<file path="src/hdl/lsd_pkg.sv">
// Shared constants, command codes and status struct of the radix sorter.
`default_nettype none
package lsd_pkg;
	localparam int KEY_W     = 32;
	localparam int MAX_KEYS  = 64;
	localparam int KIDX_W    = $clog2(MAX_KEYS);
	localparam int FILL_W    = KIDX_W + 1;
	localparam int MAX_RADIX = 256;
	localparam int RADIX_W   = 9;
	localparam int DIG_W     = $clog2(MAX_RADIX);
	localparam int CNT_W     = FILL_W;
	localparam int IDX_W     = DIG_W + 1;
	localparam int ENT_W     = 2 * KEY_W;
	localparam int DIVC_W    = $clog2(KEY_W);
	localparam logic [RADIX_W-1:0] RADIX_RST = RADIX_W'(10);

	typedef enum logic [4:0] {
		OP_LOAD, OP_CLR, OP_DIV_RD, OP_DIV_GO, OP_DIV_WAIT, OP_CNT_WR,
		OP_PFX_RD, OP_PFX_WR, OP_SC_RD, OP_SC_CNT, OP_SC_WR,
		OP_CP_RD, OP_CP_WR, OP_OUT_RD, OP_OUT_LD, OP_OUT_HOLD
	} op_t;

	typedef struct packed {
		logic last_xfer;
		logic div_done;
		logic key_end;
		logic key_first;
		logic cnt_end;
		logic any_nz;
		logic out_xfer;
		logic out_last;
	} status_t;
endpackage
`default_nettype wire

</file>
<file path="src/hdl/lsd_ctrl.sv">
// Controller: sequences load, count, prefix, scatter, copy and output phases.
`default_nettype none
module lsd_ctrl (
	input  wire logic             clk,
	input  wire logic             arst_n,
	input  wire lsd_pkg::status_t st,
	output lsd_pkg::op_t          op
);
	typedef enum logic [4:0] {
		S_LOAD, S_CLR, S_DIV_RD, S_DIV_GO, S_DIV_WAIT, S_CNT_WR,
		S_PFX_RD, S_PFX_WR, S_SC_RD, S_SC_CNT, S_SC_WR,
		S_CP_RD, S_CP_WR, S_OUT_RD, S_OUT_LD, S_OUT_HOLD
	} state_t;

	state_t state_q;

	always_ff @(posedge clk or negedge arst_n) begin
		if (!arst_n) begin
			state_q <= S_LOAD;
		end else begin
			unique case (state_q)
				S_LOAD:     if (st.last_xfer) state_q <= S_CLR;
				S_CLR:      if (st.cnt_end) state_q <= S_DIV_RD;
				S_DIV_RD:   state_q <= S_DIV_GO;
				S_DIV_GO:   state_q <= S_DIV_WAIT;
				S_DIV_WAIT: if (st.div_done) state_q <= S_CNT_WR;
				S_CNT_WR: begin
					if (!st.key_end)
						state_q <= S_DIV_RD;
					else
						state_q <= st.any_nz ? S_PFX_RD : S_OUT_RD;
				end
				S_PFX_RD:   state_q <= S_PFX_WR;
				S_PFX_WR:   state_q <= st.cnt_end ? S_SC_RD : S_PFX_RD;
				S_SC_RD:    state_q <= S_SC_CNT;
				S_SC_CNT:   state_q <= S_SC_WR;
				S_SC_WR:    state_q <= st.key_first ? S_CP_RD : S_SC_RD;
				S_CP_RD:    state_q <= S_CP_WR;
				S_CP_WR:    state_q <= st.key_end ? S_CLR : S_CP_RD;
				S_OUT_RD:   state_q <= S_OUT_LD;
				S_OUT_LD:   state_q <= S_OUT_HOLD;
				S_OUT_HOLD: begin
					if (st.out_xfer)
						state_q <= st.out_last ? S_LOAD : S_OUT_RD;
				end
				default:    state_q <= S_LOAD;
			endcase
		end
	end

	always_comb begin
		unique case (state_q)
			S_LOAD:     op = lsd_pkg::OP_LOAD;
			S_CLR:      op = lsd_pkg::OP_CLR;
			S_DIV_RD:   op = lsd_pkg::OP_DIV_RD;
			S_DIV_GO:   op = lsd_pkg::OP_DIV_GO;
			S_DIV_WAIT: op = lsd_pkg::OP_DIV_WAIT;
			S_CNT_WR:   op = lsd_pkg::OP_CNT_WR;
			S_PFX_RD:   op = lsd_pkg::OP_PFX_RD;
			S_PFX_WR:   op = lsd_pkg::OP_PFX_WR;
			S_SC_RD:    op = lsd_pkg::OP_SC_RD;
			S_SC_CNT:   op = lsd_pkg::OP_SC_CNT;
			S_SC_WR:    op = lsd_pkg::OP_SC_WR;
			S_CP_RD:    op = lsd_pkg::OP_CP_RD;
			S_CP_WR:    op = lsd_pkg::OP_CP_WR;
			S_OUT_RD:   op = lsd_pkg::OP_OUT_RD;
			S_OUT_LD:   op = lsd_pkg::OP_OUT_LD;
			S_OUT_HOLD: op = lsd_pkg::OP_OUT_HOLD;
			default:    op = lsd_pkg::OP_LOAD;
		endcase
	end
endmodule
`default_nettype wire

</file>
<file path="config.mk">
export PLATFORM = sky130hd
export DESIGN_NAME = lsd_ctrl
export DESIGN_NICKNAME = d
export VERILOG_FILES = /design/src/hdl/lsd_pkg.sv /design/src/hdl/lsd_ctrl.sv
export SDC_FILE = /design/constraint.sdc
export NUM_CORES = 1
export LEC_CHECK = 0
export BUFFER_PORTS_ARGS = -buffer_cell sky130_fd_sc_hd__buf_2
export CAP_MARGIN = 20
export CORE_AREA = 2 2 39 41
export CTS_CLUSTER_SIZE = 25
export DETAILED_ROUTE_END_ITERATION = 10
export DIE_AREA = 0 0 41 43
export PLACE_DENSITY = 0.69
export SYNTH_ARGS = -nofsm -noshare
export SYNTH_HDL_FRONTEND = slang
export SYNTH_SLANG_ARGS = --single-unit
</file>
<file path="constraint.sdc">
create_clock -name clk -period 1.6 [get_ports clk]
set_input_delay 0.48 -clock clk [delete_from_list [all_inputs] [get_ports clk]]
set_output_delay 0.48 -clock clk [all_outputs]
set_load 0.005 [all_outputs]
</file>
# ---- After elaboration in Yosys (flattened, before gate mapping)
# Memory sizes are Yosys's and may differ from the RTL's.
# Cells that the tools add are included.
dict set report op_classes {
  n_mux 12
  eq_ne 19
  reduce_logical 2
}
# operator count
set op_table {}
lappend op_table {{5-bit one-hot mux with 16 select lines} 1}
lappend op_table {{5-bit by 4-bit == test with 1-bit output, second input constant} 8}
lappend op_table {{5-bit two-way mux} 5}
lappend op_table {{5-bit by 3-bit == test with 1-bit output, second input constant} 4}
lappend op_table {{4-bit two-way mux} 5}
lappend op_table {{5-bit by 2-bit == test with 1-bit output, second input constant} 2}
lappend op_table {{2-bit != test, second input constant} 4}
lappend op_table {{5-bit by 1-bit == test with 1-bit output, second input constant} 1}
lappend op_table {{5-bit zero test} 1}
lappend op_table {{4-bit AND reduction} 1}
lappend op_table {{2-bit two-way mux} 1}
dict set report totals {
  mem_count 1
  out_inout_bits 5
  elab_cells 35
  rom_bits 64
  register_bits 5
  inputBits 10
}
# memory words width rd rd_clocked_by_memory_dff wr line
set memory_table {}
lappend memory_table {{(no name shown)} 16 4 1 0 0 lsd_ctrl.sv:52} ;# unique case (state_q)

# ---- Logic depth before layout (Yosys ltp)
# Gate-level depths: netlist of run 1.
dict set report logic_depth {
  depth_word 3
  mapped_depth 5
  ltp_nobuf 4
}

# ---- Least setup slack after synthesis of run 1
# No wires, ideal clock.
dict set report synth_path {
  kind {reg2reg}
  start {reg state_q[0]}
  end {reg state_q[1]}
  path_slack_ps 283
  setup_time_ps 79
  arrival_time_ps 1238
  path_buffers 1
  stages_incl_launch_ff 6
  synth_period_minus_slack_ps 1317
  required_ps 1521
  path_cell_list {dfrtp_1 -> buf_6 -> nor4_4 -> o21ai_2 -> o41ai_4 -> mux2i_1}
}
dict set report synth_via {
  elab_chain_len 3
  word_cells_on_any_way 22
  classes_between {eq/ne: 19; mux: 1; reduce/logical: 2}
}
# element line
set synth_lines {}
lappend synth_lines {{from (decl)} lsd_ctrl.sv:15} ;# state_t state_q;
lappend synth_lines {{from (signal assigned)} lsd_ctrl.sv:31} ;# state_q <= st.any_nz ? S_PFX_RD : S_OUT_RD;
lappend synth_lines {{from (signal assigned)} lsd_ctrl.sv:34} ;# S_PFX_WR: state_q <= st.cnt_end ? S_SC_RD : S_PFX_RD;
lappend synth_lines {{from (signal assigned)} lsd_ctrl.sv:37} ;# S_SC_WR: state_q <= st.key_first ? S_CP_RD : S_SC_RD;
lappend synth_lines {{5-bit by 3-bit == test with 1-bit output, or another cell as far along} lsd_ctrl.sv:21} ;# unique case (state_q)
lappend synth_lines {{2-bit != test (no line)} --}
lappend synth_lines {{4-bit AND reduction (no line)} --}
# Several ways; a longest one is shown, not always the timed one.
# A chain may end at the register's enable or synchronous reset.

# ---- Worst setup path after layout of run 1
# Same ends and word-level chain as after synthesis.

==> results summary, run 1 <==
The worst register-to-register path begins at state_q[0]. The number of optimization iterations in the first detailed-route pass came out at 4. The layout has 140 filler cells. The worst reg-to-reg path cell count is 3.

The area growth from synthesis to layout is 21.9%. The arrival time at the worst endpoint came out at between 1.5 and 2 ns. The worst-case IR drop observed on VDD is ~0.70 mV.

The first global-routing pass estimated approximately 1.8 mm of wire. The portion of synthesized cell area occupied by the leading cell type is 22.2%. The number of buffers created by CTS is 3.

The core region is 1380 µm². The clock net sink count came out at 4. The post-layout instance count excluding filler cells is 79. The pin count of the biggest net entering global routing came out at 15. The max-cap check violation count came out at 0.

The met3 wire length came out at 80 µm. The via count of the routed design is 447. The Yosys step of the flow raised 0 warnings. Once layout is done, the placed cells without fillers occupy around 550 µm². The number of placed cells counting well taps is 76. The total half-perimeter wirelength after legalization and detailed placement came out at between 700 and 800 µm. In this run the power density over the cells is 2010 nW/µm².

The hold buffer count at cts is 0. The via count of the first global-routing pass is between 400 and 500. The critical path in this run is classified as flip-flop to flip-flop. Between clock sinks in the finished design, the worst skew comes to between 0.004 and 0.005 ns. In the global route stage, overall resource usage came out at between 10% and 20%. The count of pins on the block boundary is 15.

The number of diodes added for antenna fixing came out at 0. The final setup violation count came out at 0. Across the whole layout, storage elements account for around 100 µm². The final antenna-violating net count came out at 0. In this run the vertical extent of the chip is about 43 µm. The register-to-register setup slack is between 0.1 and 0.15 ns. The average wire length per cell after detail routing is about 14 µm. The cell count after synthesis came out at 48. The total count of max-transition violations in the final report came to 0. The routed length on met1 is around 470 µm. The flow ran to the end, and the final reports show no timing, DRC or antenna violations. In this run the number of H-tree levels came out at 1. Input and output buffers added on the ports amount to 13. The analysis attributes to cell leakage a power of 0.247 nW. In the final layout, the multi-input gates occupy 294 µm². Detailed routing placed a total of approximately 560 µm of wire on met2.

The detailed-route vias per instance is 5.66. The hold violation count in the final report is 0. The final period utilization is a little over nine tenths. The register with the most flip-flops in the final layout is state_q. The worst setup path is launched from a flip-flop. The endpoint identified for the worst register-to-register timing path is state_q[1]. The CTS tree is done. The number of placement rows is 14. Counting distinct cell types in the post-synthesis netlist gives 31. The biggest area consumer among synthesized cells is sky130_fd_sc_hd__dfrtp_1. The total wire length came out at ~1.1 mm.

The largest registers in the layout are state_q (4). After clock tree synthesis, the clock-pin slew on the worst setup and hold paths is 0.04 ns. After synthesis, the cell types taking the most area are sky130_fd_sc_hd__dfrtp_1 22%, sky130_fd_sc_hd__o41ai_4 6.1%, sky130_fd_sc_hd__buf_6 5.0%, sky130_fd_sc_hd__o211ai_1 5.0%, sky130_fd_sc_hd__nor4_4 4.7%.

Of the cells placed in the final design, the portion with a size suffix greater than 1 is 42.9%. The longest clock path from root to sink contains 2 buffers. The class of the tightest hold or removal check is input port to async pin. The portion of the post-synthesis area used by sequential elements came out at between 20 and 25%.

The width of the chip is between 40 and 50 µm. The post-synthesis area per instance came out at between 9 and 10 µm². The post-CTS repair timing setup buffer count came out at 0.

The clock insertion delay at the later pin of the skew report came out at about 0.23 ns. In the routed design, unresolved DRC markers number 0. In this run, synthesis produced a sequential element count of 4. At the end of routability-driven placement, the weighted congestion stood at between 0.8 and 0.9. The number of DRC markers in iteration 0 is 16. The sort of element at the end of the critical path is a flip-flop. For this run the aggregate overflow at the end of global routing stands at 0. The completed layout was analyzed and its total power is between 1 and 1.5 mW.

The maximum clock rate is around 670 MHz. The tightest hold path in the finished design has a slack of 0.0410 ns. The data required time of the critical path is 1.74 ns. Setup repair after global routing left no endpoint under its margin. The top metal layer carrying routed signals is met3. The die area is 1760 µm². Of all nets on the critical path, the largest fanout is 7. The clock period minus worst slack came out at approximately 1.5 ns. The placed instance area is approximately 530 µm². The final setup TNS came out at 0 ns. Summing every instance area after synthesis gives between 400 and 500 µm². In this run the clock root is driven by a sky130_fd_sc_hd__clkbuf_4. In the final design database the tool counted 75 nets. When the netlist entered floorplanning its net count stood at 58. The number of flip-flops in the largest register is 4. For this configuration, the core starts out at a cell density of around a third. The initial antenna violation count came out at 0.
-- per-layer routing --
metal | vias to the layer above | global-route usage [%]
met2 | 18 | 20.3
met5 | - | 0
met3 | 0 | 3.14
met1 | 214 | 19.8
met4 | 0 | 12.0
li1 | 215 | -
-- Yosys cell counts --
cell,count
sky130_fd_sc_hd__a21oi_1,3
sky130_fd_sc_hd__nand2b_1,1
sky130_fd_sc_hd__o41ai_4,1
sky130_fd_sc_hd__conb_1,1
sky130_fd_sc_hd__o21ai_2,1
sky130_fd_sc_hd__a2bb2oi_2,1
sky130_fd_sc_hd__mux2i_1,2
sky130_fd_sc_hd__a32o_1,1
sky130_fd_sc_hd__o211ai_1,3
sky130_fd_sc_hd__or3_1,1
sky130_fd_sc_hd__o2bb2ai_1,1
sky130_fd_sc_hd__nand2_1,2
sky130_fd_sc_hd__nor4_4,1
sky130_fd_sc_hd__nand4b_1,1
sky130_fd_sc_hd__mux2_4,1
sky130_fd_sc_hd__nand3b_1,1
sky130_fd_sc_hd__nor3_1,1
sky130_fd_sc_hd__o21ai_0,3
sky130_fd_sc_hd__buf_6,2
sky130_fd_sc_hd__inv_1,3
sky130_fd_sc_hd__or2b_1,1
sky130_fd_sc_hd__buf_2,2
sky130_fd_sc_hd__o32a_1,1
sky130_fd_sc_hd__a22o_1,1
sky130_fd_sc_hd__buf_4,1
sky130_fd_sc_hd__nor4b_1,1
sky130_fd_sc_hd__inv_4,1
sky130_fd_sc_hd__nand3_1,2
sky130_fd_sc_hd__a22oi_1,2
sky130_fd_sc_hd__dfrtp_1,4
sky130_fd_sc_hd__and4b_1,1
-- power breakdown --
group	internal [mW]	leakage (nW)	total (mW)	switching [mW]
clock	0.0838	0.0138	0.123	0.0397
combinational	0.351	0.186	0.658	0.306
sequential	0.158	0.0469	0.327	0.169
-- critical path, stage by stage, from the launching register on --
cell and delay [ns]:
sky130_fd_sc_hd__dfrtp_1 0.49, sky130_fd_sc_hd__mux2_4 0.34, sky130_fd_sc_hd__o41ai_4 0.32, sky130_fd_sc_hd__mux2i_1 0.26
-- timing repair --
item,4_1_cts,5_1_grt
resized for setup,0,1
setup endpoints to repair,0,1
hold endpoints to repair,0,0
-- how the worst max path moves through the flow --
stage / start / end / slack (ns) / depth (start not counted)
3_5_place_dp: st[3] / state_q[1] / 0.04 / 4
3_3_place_gp: st[3] / state_q[1] / 0.09 / 4
5_1_grt: state_q[0] / state_q[1] / 0.01 / 3
2_1_floorplan: state_q[0] / state_q[1] / 0.28 / 5
6_report: state_q[0] / state_q[1] / 0.10 / 3
4_1_cts: state_q[2] / op[2] / 0.02 / 1
-- final cells by class --
cell class / count / share of cell area, %
Multi-Input combinational cell: 35 / 53.4
Sequential cell: 4 / 18.4
Timing Repair Buffer: 17 / 17.3
Clock buffer: 3 / 4.09
Tap cell: 16 / 3.64
Inverter: 4 / 3.18
-- cell families after synthesis --
group | count (synthesis) | synth area share [%]
simple gates | 13 | 21.9
flops | 4 | 22.2
buf+inv | 9 | 12.7
other cells | 1 | 0.830
mux | 3 | 7.76
compound gates | 18 | 34.6
-- placed cells by master, fill, tap and decap left out, drive strengths merged, types with 2 or more instances in the layout --
cell type,instances
nand2,2
o211ai,3
o21ai,4
clkbuf,3
nand3,2
a21oi,3
inv,4
a22oi,2
buf,17
mux2i,2
dfrtp,4
-- stage by stage --
step	setup WS [ns]	util, %
2_1_floorplan	0.283	-
6_report	0.102	39.8
5_1_grt	0.0105	39.8
3_3_place_gp	0.0917	38.1
4_1_cts	0.0248	39.7
3_5_place_dp	0.0437	38.1
No activity file was read; power rests on OpenSTA's default activity.
==> run 2, diff against run 1 <==
--- a/config.mk
+++ b/config.mk
@@ -11,7 +11,9 @@
 export CTS_CLUSTER_SIZE = 25
 export DETAILED_ROUTE_END_ITERATION = 10
 export DIE_AREA = 0 0 41 43
+export HOLD_SLACK_MARGIN = 0.02
 export PLACE_DENSITY = 0.69
+export SETUP_SLACK_MARGIN = 0.5
 export SYNTH_ARGS = -nofsm -noshare
 export SYNTH_HDL_FRONTEND = slang
 export SYNTH_SLANG_ARGS = --single-unit
==> results summary, run 2 (same netlist as run 1, synthesis figures left out) <==
The clock transition time at the flip-flop clock pins of the worst setup and hold paths is roughly 0.040 ns. In the final layout, the multi-input gates occupy 302 µm². The via count of the routed design is ~510.

The number of buffers created by CTS came out at 3. The final total power came out at approximately 1.5 mW. The final setup violation count came out at 0. The largest registers in the layout are state_q (4). STA classifies the critical path startpoint as a flip-flop. The arrival time at the worst endpoint came out at around 1.6 ns. The average wire length per cell after detail routing is around 15 µm. The data required time of the critical path is 1.77 ns. The sequential cell area in the final layout is about 110 µm².

The library cell used most frequently in the layout, excluding fill and tap cells, is sky130_fd_sc_hd__buf_4. state_q holds more flip-flops than any other register. The first global-routing pass estimated between 2 and 2.5 mm of wire. The congestion estimate from routability-driven global placement came to 0.791.

In this run the critical register-to-register path is launched from state_q[0]. Port buffering added 13 buffers. The net total in the final layout came out at 86. The class of the tightest hold or removal check is input port to async pin. The clock skew after layout came out at between 0.005 and 0.006 ns. The hold violation count in the final report was 0.

The worst register-to-register path has a depth of 4. The placeable core region is ~1400 µm². The initial antenna violation count came out at 0. Based on the critical path, the design can be clocked at up to 703 MHz. The via count of the first global-routing pass came out at between 400 and 500. The overflow left after global routing came out at 0. The worst register-to-register path ends at state_q[0]. Summing all placed instances gives a cell area of just over 500 µm².

The number of diodes added for antenna fixing came out at 0. The die area came out at 1760 µm². The maximum buffer depth of the clock tree is 2. The minimum setup slack after placement came out at ~0.058 ns.

The final antenna-violating net count came out at 0. The worst path needs about 1.4 ns of the cycle, external delays included. Max-cap violations in this run came to 0. The worst setup margin is 0.178 ns. The clock insertion delay at the later pin of the skew report came out at between 0.2 and 0.3 ns. The worst hold slack after final layout came out at 0.0325 ns.

The cell sitting at the root of the clock tree is a sky130_fd_sc_hd__clkbuf_4. The count of pins on the block boundary is 15. The peak supply drop came out at around 0.75 mV. The total count of max-transition violations in the final report came out at 0.

The detailed-route vias per instance came out at around 5.6. For this block, the routed nets add up to between 1 and 1.5 mm of wire. The H-tree depth came out at 1.

For this run, the number of standard cells in the final layout without fillers is 91. The register-to-register setup slack came out at roughly 0.18 ns. Setup repair after global routing could not meet its margin everywhere. The hold buffer count at cts came out at 0. The floorplan has 14 rows. The area growth from synthesis to layout is 52.1%. The layout has ~120 filler cells. The number of placed instances, taps included, is 73.

The final period utilization came out at between 80% and 90%. In the layout the commonest cells are 12 x sky130_fd_sc_hd__buf_4, 10 x sky130_fd_sc_hd__buf_2, 5 x sky130_fd_sc_hd__buf_6. The run finished with clean final reports. The maximum fanout count along the critical path is 6.

The final core utilization came out at between 40% and 50%. The width of the chip came out at between 40 and 50 µm. The pin count of the biggest net entering global routing is 10.

The first routing iteration left 18 violations. The total leakage power came out at around 0.31 nW. For this run, design rule violations remaining after detail routing come to 0. The power per cell area is ~2200 nW/µm². The sort of element at the end of the critical path is a flip-flop. For this design, the sink count on the clock tree is 4. By startpoint and endpoint, the worst setup path is classified as flip-flop to flip-flop.

For this configuration, the core starts out at a cell density of 32.6%. TritonCTS built the clock tree. The proportion of layout cells with a drive suffix above 1 is between 50 and 60%. Global routing consumed, over all layers together, 19.6% of the routing resources. The number of optimization iterations in the first detailed-route pass is 4. The post-route cell area came out at between 600 and 700 µm². The final setup TNS came out at 0 ns. The number of flip-flops in the largest register is 4. The floorplan step set the die height to around 43 µm. The total half-perimeter wirelength after legalization and detailed placement came out at 707 µm.
run 2: cell types whose count changed in the layout (fill, tap and decap cells not counted), sizes merged:
cell and change:
clkbuf +1, buf +11
run 2: critical path, cell delays in order, from the launching register on:
cell	delay (ns)
sky130_fd_sc_hd__dfrtp_2	0.44
sky130_fd_sc_hd__mux2_4	0.32
sky130_fd_sc_hd__o41ai_4	0.28
sky130_fd_sc_hd__buf_4	0.18
sky130_fd_sc_hd__a2bb2oi_2	0.13
run 2: power breakdown:
| part | switching, mW | internal, mW |
|---|---|---|
| registers | 0.111 | 0.167 |
| clock network | 0.0519 | 0.0943 |
| logic | 0.457 | 0.608 |
run 2: metal layers:
layer	vias to the layer above	part of all wire (%)	track usage (%)
met4	0	3.1	14.0
met1	238	39	21.4
met2	26	53	30.6
li1	239	-	-
met3	5	4.6	5.24
met5	-	0	0
run 2: final cells by class:
cell class,count,share of cell area [%]
clock buffer,4,3.83
sequential,4,15.3
timing repair buffer,28,31.5
multi-input combinational,35,43.9
tap,16,2.91
inverter,4,2.55
run 2: repair_timing:
action	CTS	global route
setup buffers	14	0
pin swaps	4	0
gates resized for setup	5	4
setup endpoints to repair	8	8
gates cloned	0	0
hold endpoints to repair	0	0
run 2: how the worst max path moves through the flow:
| stage | start | endpoint | slack, ns | depth (start not counted) |
|---|---|---|---|---|
| 2_1_floorplan | st[7] | state_q[1] | 0.29 | 3 |
| 3_3_place_gp | state_q[0] | state_q[1] | 0.05 | 5 |
| 3_5_place_dp | state_q[0] | state_q[1] | 0.06 | 5 |
| 4_1_cts | state_q[0] | state_q[0] | 0.21 | 4 |
| 5_1_grt | state_q[0] | state_q[0] | 0.13 | 5 |
| 6_report | state_q[0] | state_q[0] | 0.18 | 4 |
